===== config.mk =====
export PLATFORM = sky130hd
export DESIGN_NAME = bfws_seq
export DESIGN_NICKNAME = d
export VERILOG_FILES = /design/src/rtl/box_filter_window_sum_top_macros.svh /design/src/rtl/bfws_pkg.sv /design/src/rtl/bfws_seq.sv
export SDC_FILE = /design/constraint.sdc
export NUM_CORES = 1
export LEC_CHECK = 0
export BUFFER_PORTS_ARGS = -buffer_cell sky130_fd_sc_hd__buf_4
export CORE_MARGIN = 3
export CORE_UTILIZATION = 43
export CTS_CLUSTER_DIAMETER = 100
export DETAILED_ROUTE_END_ITERATION = 7
export HOLD_SLACK_MARGIN = 0.02
export PLACE_DENSITY = 0.64
export SLEW_MARGIN = 30
export SYNTH_ARGS = -nofsm -noshare
export SYNTH_HDL_FRONTEND = slang
export SYNTH_SLANG_ARGS = --single-unit
export TNS_END_PERCENT = 1

===== constraint.sdc =====
create_clock -name clock -period 53.7 [get_ports clock]
set_clock_uncertainty 0.05 [all_clocks]
set_input_delay 8.055 -clock clock [delete_from_list [all_inputs] [get_ports clock]]
set_output_delay 8.055 -clock clock [all_outputs]
set_load 0.03 [all_outputs]

===== src/rtl/box_filter_window_sum_top_macros.svh =====
// Assertion macros used by the box filter column stage.
// Each use names a label, a property (or antecedent and consequent) and a message.
`ifndef BOX_FILTER_WINDOW_SUM_TOP_MACROS_SVH
`define BOX_FILTER_WINDOW_SUM_TOP_MACROS_SVH
`ifndef SYNTHESIS
`define BFWS_ASSERT(lbl, prop, msg) \
   lbl: assert property (@(posedge clock) disable iff (reset) prop) else $error(msg);
`define BFWS_ASSERT_IMP(lbl, ante, cons, msg) \
   lbl: assert property (@(posedge clock) disable iff (reset) (ante) |-> (cons)) else $error(msg);
`else
`define BFWS_ASSERT(lbl, prop, msg)
`define BFWS_ASSERT_IMP(lbl, ante, cons, msg)
`endif
`endif


===== src/rtl/bfws_pkg.sv =====
`timescale 1ns / 1ps
`default_nettype none
package bfws_pkg;

   localparam int MAX_RADIUS = 15;
   localparam int MAX_WIDTH  = 1024;
   localparam int MAX_HEIGHT = 1024;
   localparam int PIXEL_BITS = 16;

   localparam int WIN_DEPTH = 2 * MAX_RADIUS + 1;
   localparam int ROW_SLOTS = 2 * MAX_RADIUS + 2;
   localparam int SLOT_BITS = $clog2(ROW_SLOTS);
   localparam int COL_BITS  = $clog2(MAX_WIDTH);
   localparam int ROW_BITS  = $clog2(MAX_HEIGHT) + 1;
   localparam int RAD_BITS  = 4;
   localparam int DIM_BITS  = 11;
   localparam int TAP_BITS  = $clog2(WIN_DEPTH);
   localparam int HS_BITS   = 21;
   localparam int CS_BITS   = 26;
   localparam int HS_ADDR_BITS = SLOT_BITS + COL_BITS;

   // input operation codes
   localparam logic OP_PIXEL = 1'b0;
   localparam logic OP_DRAIN = 1'b1;

   // register indexes on the csr port
   typedef enum logic [1:0] {
      REG_RADIUS = 2'd0,
      REG_WIDTH  = 2'd1,
      REG_HEIGHT = 2'd2
   } reg_idx_type;

   // clamped configuration seen by the datapath
   typedef struct packed {
      logic [RAD_BITS-1:0] radius;
      logic [DIM_BITS-1:0] width;
      logic [DIM_BITS-1:0] height;
   } cfg_type;

   // one column update handed from the sequencer to the column stage
   typedef struct packed {
      logic                 valid;
      logic [COL_BITS-1:0]  x;
      logic [HS_BITS-1:0]   hs;
      logic [SLOT_BITS-1:0] slot_wr;
      logic [SLOT_BITS-1:0] slot_rd;
      logic                 sub_en;
      logic                 cs_zero;
      logic                 emit;
      logic [COL_BITS-1:0]  row_out;
      logic                 last;
      logic                 done;
   } take_type;

endpackage
`default_nettype wire


===== src/rtl/bfws_seq.sv =====
`timescale 1ns / 1ps
`default_nettype none
module bfws_seq (
   input  wire logic                           clock,
   input  wire logic                           reset,
   input  wire bfws_pkg::cfg_type              cfg,
   input  wire logic                           restart,
   input  wire logic                           adv,
   input  wire logic                           req_valid,
   output logic                                req_ready,
   input  wire logic                           req_operation,
   input  wire logic [bfws_pkg::PIXEL_BITS-1:0] req_pixel_value,
   output bfws_pkg::take_type                  take
);

   typedef enum logic [1:0] {
      ST_PIXEL = 2'b01,
      ST_BURST = 2'b10
   } state_type;

   state_type state_ff, state_in;
   logic [bfws_pkg::ROW_BITS-1:0]   row_ff, row_in;
   logic [bfws_pkg::COL_BITS-1:0]   col_ff, col_in;
   logic [bfws_pkg::HS_BITS-1:0]    rs_ff, rs_in;
   logic [bfws_pkg::RAD_BITS-1:0]   k_ff, k_in;
   logic [bfws_pkg::PIXEL_BITS-1:0] win_ff [0:bfws_pkg::WIN_DEPTH-1];

   logic                            accept, step, shift_en, item_end, row_end, long_burst;
   logic [bfws_pkg::PIXEL_BITS-1:0] pix, tap, push_val;
   logic [bfws_pkg::TAP_BITS-1:0]   tap_idx;
   logic [5:0]                      win_len;
   logic [bfws_pkg::DIM_BITS-1:0]   w_m1;
   logic [11:0]                     tmp, row_lim, row_p1;
   logic [bfws_pkg::HS_BITS-1:0]    rs_base, drop_main, drop_b, rs_main, rs_burst;
   logic                            main_take, burst_take, last_flag;
   logic [bfws_pkg::COL_BITS-1:0]   x_main, x_burst;

   // window geometry
   assign tap_idx    = {cfg.radius, 1'b0};
   assign tap        = win_ff[tap_idx];
   assign win_len    = {1'b0, cfg.radius, 1'b1};
   assign w_m1       = cfg.width - 11'd1;
   assign row_end    = ({1'b0, col_ff} == w_m1);
   assign long_burst = row_end && (cfg.radius != '0);

   assign req_ready = adv && (state_ff == ST_PIXEL);
   assign accept    = req_valid && req_ready;
   assign step      = adv && (state_ff == ST_BURST);
   assign shift_en  = accept || step;

   // pixel beat: update running row sum
   assign pix = (req_operation == bfws_pkg::OP_PIXEL &&
                 {1'b0, row_ff} < {1'b0, cfg.height}) ? req_pixel_value : '0;
   assign rs_base   = (col_ff == '0) ? '0 : rs_ff;
   assign drop_main = ({1'b0, col_ff} >= {5'b0, win_len}) ?
                      bfws_pkg::HS_BITS'(tap) : '0;
   assign rs_main   = rs_base - drop_main + bfws_pkg::HS_BITS'(pix);
   assign main_take = ({1'b0, col_ff} >= {7'b0, cfg.radius});
   assign x_main    = col_ff - bfws_pkg::COL_BITS'(cfg.radius);

   // right-edge burst step k
   assign tmp        = {1'b0, w_m1} + {8'b0, k_ff};
   assign drop_b     = (tmp >= {6'b0, win_len}) ? bfws_pkg::HS_BITS'(tap) : '0;
   assign rs_burst   = rs_ff - drop_b;
   assign burst_take = (tmp >= {8'b0, cfg.radius});
   assign x_burst    = bfws_pkg::COL_BITS'(tmp - {8'b0, cfg.radius});

   assign push_val = accept ? pix : '0;
   assign last_flag = (state_ff == ST_BURST) ? (k_ff == cfg.radius) : !long_burst;
   assign item_end  = (accept && !long_burst) || (step && k_ff == cfg.radius);

   // take descriptor
   always_comb begin
      take.valid   = (accept && main_take) || (step && burst_take);
      take.x       = (state_ff == ST_BURST) ? x_burst : x_main;
      take.hs      = (state_ff == ST_BURST) ? rs_burst : rs_main;
      take.slot_wr = row_ff[bfws_pkg::SLOT_BITS-1:0];
      take.slot_rd = bfws_pkg::SLOT_BITS'(row_ff - {5'b0, win_len});
      take.sub_en  = (row_ff >= {5'b0, win_len});
      take.cs_zero = (row_ff == '0);
      take.emit    = (row_ff >= {7'b0, cfg.radius});
      take.row_out = bfws_pkg::COL_BITS'(row_ff - {7'b0, cfg.radius});
      take.last    = last_flag;
      take.done    = last_flag && row_end && ({1'b0, row_ff} == row_lim - 12'd1);
   end

   // next state
   assign row_lim = {1'b0, cfg.height} + {8'b0, cfg.radius};
   assign row_p1  = {1'b0, row_ff} + 12'd1;
   always_comb begin
      state_in = state_ff;
      row_in   = row_ff;
      col_in   = col_ff;
      rs_in    = rs_ff;
      k_in     = k_ff;
      unique case (state_ff)
         ST_PIXEL: begin
            if (accept) begin
               rs_in = rs_main;
               if (long_burst) begin
                  state_in = ST_BURST;
                  k_in     = bfws_pkg::RAD_BITS'(1);
               end
            end
         end
         ST_BURST: begin
            if (step) begin
               rs_in = rs_burst;
               k_in  = k_ff + bfws_pkg::RAD_BITS'(1);
               if (k_ff == cfg.radius) state_in = ST_PIXEL;
            end
         end
         default: state_in = ST_PIXEL;
      endcase
      if (item_end) begin
         if (row_end) begin
            col_in = '0;
            row_in = (row_p1 >= row_lim) ? '0 : bfws_pkg::ROW_BITS'(row_p1);
         end else begin
            col_in = col_ff + bfws_pkg::COL_BITS'(1);
         end
      end
   end

   always_ff @(posedge clock) begin
      if (reset || restart) begin
         state_ff <= ST_PIXEL;
         row_ff   <= '0;
         col_ff   <= '0;
         rs_ff    <= '0;
         k_ff     <= '0;
      end else begin
         state_ff <= state_in;
         row_ff   <= row_in;
         col_ff   <= col_in;
         rs_ff    <= rs_in;
         k_ff     <= k_in;
      end
   end

   // pixel shift line, newest at tap 0
   always_ff @(posedge clock) begin
      if (shift_en) begin
         win_ff[0] <= push_val;
         for (int j = 1; j < bfws_pkg::WIN_DEPTH; j++) win_ff[j] <= win_ff[j-1];
      end
   end

endmodule
`default_nettype wire


==> run_summary.xml <==
<?xml version="1.0" encoding="UTF-8"?>
<metrics>
  <group name="placement">
    <metric name="detailedPlacementHpwl" unit="mm">36.6</metric>
    <metric name="globalplace.congestion" unit="">0.883</metric>
    <metric name="portBuffers" unit="">105</metric>
  </group>
  <group name="detailed_routing">
    <metric name="route.detailed.vias_per_inst" unit="">5.63</metric>
    <metric name="post-route-drc-count" unit="">0</metric>
    <metric name="firstDrtPassIters" unit="">5</metric>
    <metric name="drtAntennaViolNets" unit="">0</metric>
    <metric name="finalWirelength" unit="mm">55.2</metric>
    <metric name="drtIter0Drc" unit="">1174</metric>
    <metric name="route.detailed.wl_per_inst" unit="um">20.7</metric>
    <metric name="detailroute.via_count" unit="">15026</metric>
  </group>
  <group name="timing">
    <metric name="timing.fmax" unit="MHz">45.1</metric>
    <metric name="maxSlewHeadroom" unit="">0.391</metric>
    <metric name="timing.final.crit_period" unit="ns">22.19</metric>
    <metric name="layout_worst_path_cycle_share" unit="">0.413</metric>
    <metric name="finalSetupTns" unit="ns">0</metric>
    <metric name="final_setup_fails" unit="">0</metric>
    <metric name="timing_max_transition_violations_final" unit="">0</metric>
    <metric name="finalHoldViolCount" unit="">0</metric>
    <metric name="rsz0062_at_grt" unit="">false</metric>
    <metric name="tightestPinTransition" unit="ns">0.913</metric>
  </group>
  <group name="critical_path">
    <metric name="worstPathMaxFanout" unit="">17</metric>
    <metric name="worst-r2r-cell-count" unit="">19</metric>
    <metric name="critPathKind" unit="">in2out</metric>
    <metric name="setup.reg_to_reg.worst_slack" unit="ns">47.71</metric>
    <metric name="timing.critical_path.from_type" unit="">input pin</metric>
    <metric name="cp.required" unit="ns">45.59</metric>
    <metric name="end_kind" unit="">output pin</metric>
    <metric name="timing.critical_path.arrival" unit="ns">14.08</metric>
  </group>
  <group name="layout">
    <metric name="drive_above_1_share" unit="">0.167</metric>
    <metric name="final_core_util" unit="">0.492</metric>
    <metric name="most_common_cell_after_layout_fill_and_taps_aside" unit="">sky130_fd_sc_hd__edfxtp_1</metric>
    <metric name="insertedDiodeCount" unit="">0</metric>
    <metric name="nets" unit="">2032</metric>
    <metric name="layout.cells.most_common_list" unit="">sky130_fd_sc_hd__edfxtp_1 (496), sky130_fd_sc_hd__nand2_1 (126), sky130_fd_sc_hd__buf_4 (121), sky130_fd_sc_hd__ha_1 (100), sky130_fd_sc_hd__inv_1 (89)</metric>
    <metric name="syn2layout_area_growth" unit="%">12.3</metric>
  </group>
  <group name="clocking">
    <metric name="insertion_delay" unit="ns">0.60</metric>
    <metric name="ctsHoldBuffers" unit="">0</metric>
    <metric name="htree_num_levels" unit="">2</metric>
    <metric name="cts_root_buffer" unit="">sky130_fd_sc_hd__clkbuf_16</metric>
    <metric name="clk_pin_slew" unit="ns">0.06</metric>
    <metric name="cts_tree" unit="">done</metric>
    <metric name="post_cts.repair.setup_buffers" unit="">0</metric>
    <metric name="clock_path_buffers" unit="">3</metric>
    <metric name="postCtsResizedCells" unit="">0</metric>
    <metric name="clock_sinks" unit="">544</metric>
    <metric name="cts_buffers" unit="">54</metric>
  </group>
  <group name="floorplanning">
    <metric name="pin_count" unit="">106</metric>
    <metric name="fp.dieW" unit="um">250</metric>
    <metric name="floorplan.die_area" unit="sq um">62300</metric>
    <metric name="initial_utilization" unit="">0.438</metric>
    <metric name="chipHeight" unit="um">250</metric>
    <metric name="core_region" unit="sq um">58200</metric>
    <metric name="row_count" unit="">88</metric>
  </group>
  <group name="logic_synthesis">
    <metric name="synth_cells" unit="">1769</metric>
    <metric name="synth_edf_count" unit="">496</metric>
    <metric name="syn_area" unit="sq um">25500</metric>
    <metric name="synth.yosys.warnings" unit="">0</metric>
    <metric name="seq_area_frac_synth" unit="">0.621</metric>
    <metric name="synth.ff_latch_count" unit="">544</metric>
    <metric name="post_synth_num_cell_types" unit="">83</metric>
    <metric name="post_synthesis_net_count" unit="">1940</metric>
    <metric name="post_synth.cell_area_avg" unit="sq um">14.4</metric>
    <metric name="postSynth.topFlopCell" unit="">sky130_fd_sc_hd__edfxtp_1</metric>
    <metric name="share_of_synthesized_flip_flops_with_an_asynchronous_set_or_reset" unit="">0</metric>
  </group>
  <group name="global_route">
    <metric name="grt_overflow" unit="">0</metric>
    <metric name="largest_net_degree_at_the_start_of_global_routing" unit="">154</metric>
    <metric name="first_pass_grt_wire_length" unit="mm">86.4</metric>
    <metric name="antenna_violations_before_repair" unit="">0</metric>
    <metric name="first_global_vias" unit="">14807</metric>
    <metric name="grt.total_usage" unit="">0.177</metric>
  </group>
  <group name="flow_run">
    <metric name="timing.max_cap.violations" unit="">0</metric>
  </group>
  <group name="min_path">
    <metric name="min-delay-path-class" unit="">reg2reg</metric>
    <metric name="whs_path_depth" unit="">0</metric>
  </group>
  <group name="pwr">
    <metric name="power_per_cell_area" unit="nW/um^2">33.0</metric>
    <metric name="cellLeakagePower" unit="nW">10.4</metric>
    <metric name="ir_drop" unit="mV">0.0331</metric>
  </group>
  <group name="outcome">
    <metric name="outcome" unit="">complete, no violations</metric>
  </group>
</metrics>
==> final timing paths <==
check	startpoint	to
min reg2reg	win_ff[11][2]	win_ff[12][2]
max reg2reg	row_ff[1]	rs_ff[11]
max	cfg[11]	take[43]
min	win_ff[11][2]	win_ff[12][2]
==> critical path, stage by stage <==
cell                       delay, ns
sky130_fd_sc_hd__buf_4          0.13
sky130_fd_sc_hd__inv_1          0.08
sky130_fd_sc_hd__ha_1           0.22
sky130_fd_sc_hd__xor2_1         0.28
sky130_fd_sc_hd__ha_1           0.33
sky130_fd_sc_hd__nor2b_1        0.15
sky130_fd_sc_hd__o21ai_0        0.18
sky130_fd_sc_hd__and2_1         0.20
sky130_fd_sc_hd__xor2_1         0.37
sky130_fd_sc_hd__ha_1           0.31
sky130_fd_sc_hd__o21ai_0        0.06
sky130_fd_sc_hd__or4b_1         0.80
sky130_fd_sc_hd__and2_1         0.31
sky130_fd_sc_hd__ha_1           0.21
sky130_fd_sc_hd__fa_1           0.39
sky130_fd_sc_hd__nand2b_1       0.18
sky130_fd_sc_hd__a21oi_1        0.20
sky130_fd_sc_hd__o211ai_1       0.20
sky130_fd_sc_hd__a211oi_1       0.36
sky130_fd_sc_hd__nand2b_1       0.29
sky130_fd_sc_hd__nor3_1         0.09
sky130_fd_sc_hd__xnor2_1        0.13
sky130_fd_sc_hd__o21ai_0        0.31
sky130_fd_sc_hd__buf_4          0.23
==> through the flow <==
stage / setup WS (ns) / total power, mW / instances / hold slack (ns) / instance area (sq um)
final: 31.51 / 0.946 / 2668 / 0.354 / 28700
after floorplan: 29.29 / 0.573 / 1769 / 0.350 / 25500
after global placement: 31.59 / 0.596 / 2570 / 0.351 / 27000
after global routing: 30.97 / 0.985 / 2668 / 0.359 / 28700
after CTS: 31.44 / 0.957 / 2668 / 0.362 / 28600
after detailed placement: 31.48 / 0.598 / 2570 / 0.355 / 27000
==> kinds of logic (layout without fill, tap and decap cells) <==
group           Yosys count  in the layout  synth area share
xor+xnor                114            114            0.0403
simple gates            408            408            0.0829
flops                   544            544             0.621
compound gates          309            309            0.0817
buf+inv                 177            311            0.0302
fa+ha+maj               123            123            0.0671
mux                      94             94            0.0764
==> per-layer routing <==
layer | vias up | wire length [um] | GRT usage
met1 | 7543 | 25500 | 0.258
met4 | 0 | 1710 | 0.0623
li1 | 6963 | - | -
met2 | 419 | 24900 | 0.269
met5 | - | 0 | 0
met3 | 101 | 3070 | 0.0291
==> cell usage after synthesis, types with 10 or more instances <==
cell,instances,share of area
sky130_fd_sc_hd__a21o_1,24,0.0071
sky130_fd_sc_hd__o211ai_1,15,0.0044
sky130_fd_sc_hd__a32o_1,10,0.0039
sky130_fd_sc_hd__nand2b_1,26,0.0064
sky130_fd_sc_hd__a211oi_1,31,0.0091
sky130_fd_sc_hd__mux4_2,80,0.071
sky130_fd_sc_hd__nand2_1,126,0.019
sky130_fd_sc_hd__o2111ai_1,14,0.0048
sky130_fd_sc_hd__edfxtp_1,496,0.58
sky130_fd_sc_hd__buf_1,15,0.0022
sky130_fd_sc_hd__xor2_1,41,0.014
sky130_fd_sc_hd__inv_1,90,0.013
sky130_fd_sc_hd__and3_1,17,0.0042
sky130_fd_sc_hd__nor3_1,25,0.0049
sky130_fd_sc_hd__nand3_1,41,0.0080
sky130_fd_sc_hd__nor2_1,54,0.0079
sky130_fd_sc_hd__xnor2_1,71,0.024
sky130_fd_sc_hd__a21oi_1,72,0.014
sky130_fd_sc_hd__ha_1,100,0.049
sky130_fd_sc_hd__o21ai_0,69,0.014
sky130_fd_sc_hd__fa_1,23,0.018
sky130_fd_sc_hd__nor4_1,12,0.0029
sky130_fd_sc_hd__clkbuf_1,47,0.0069
sky130_fd_sc_hd__dfxtp_1,48,0.038
sky130_fd_sc_hd__a31oi_1,11,0.0027
sky130_fd_sc_hd__or3_1,13,0.0032
sky130_fd_sc_hd__and2_1,28,0.0069
sky130_fd_sc_hd__nor2b_1,13,0.0032
==> registers in the layout (all words and copies together), names as in the netlist <==
signal / flops
win_ff: 496
rs_ff: 21
k_ff: 4
row_ff: 11
state_ff: 2
col_ff: 10
==> power by group <==
| group | internal [mW] | leakage [nW] | switching (mW) |
|---|---|---|---|
| sequential | 0.478 | 5.07 | 0.00634 |
| combinational | 0.0401 | 4.54 | 0.0651 |
| clock | 0.201 | 0.812 | 0.155 |
==> area by class of cell <==
type                       instances  area [sq um]
fill                            4854         29600
sequential                       544         15900
multi-input combinational       1048          8910
clock buffer                      72          1460
tap                              765           957
timing repair buffer             122           920
inverter                          91           354
clock inverter                    26           195
No activity file was read; power rests on OpenSTA's default activity.
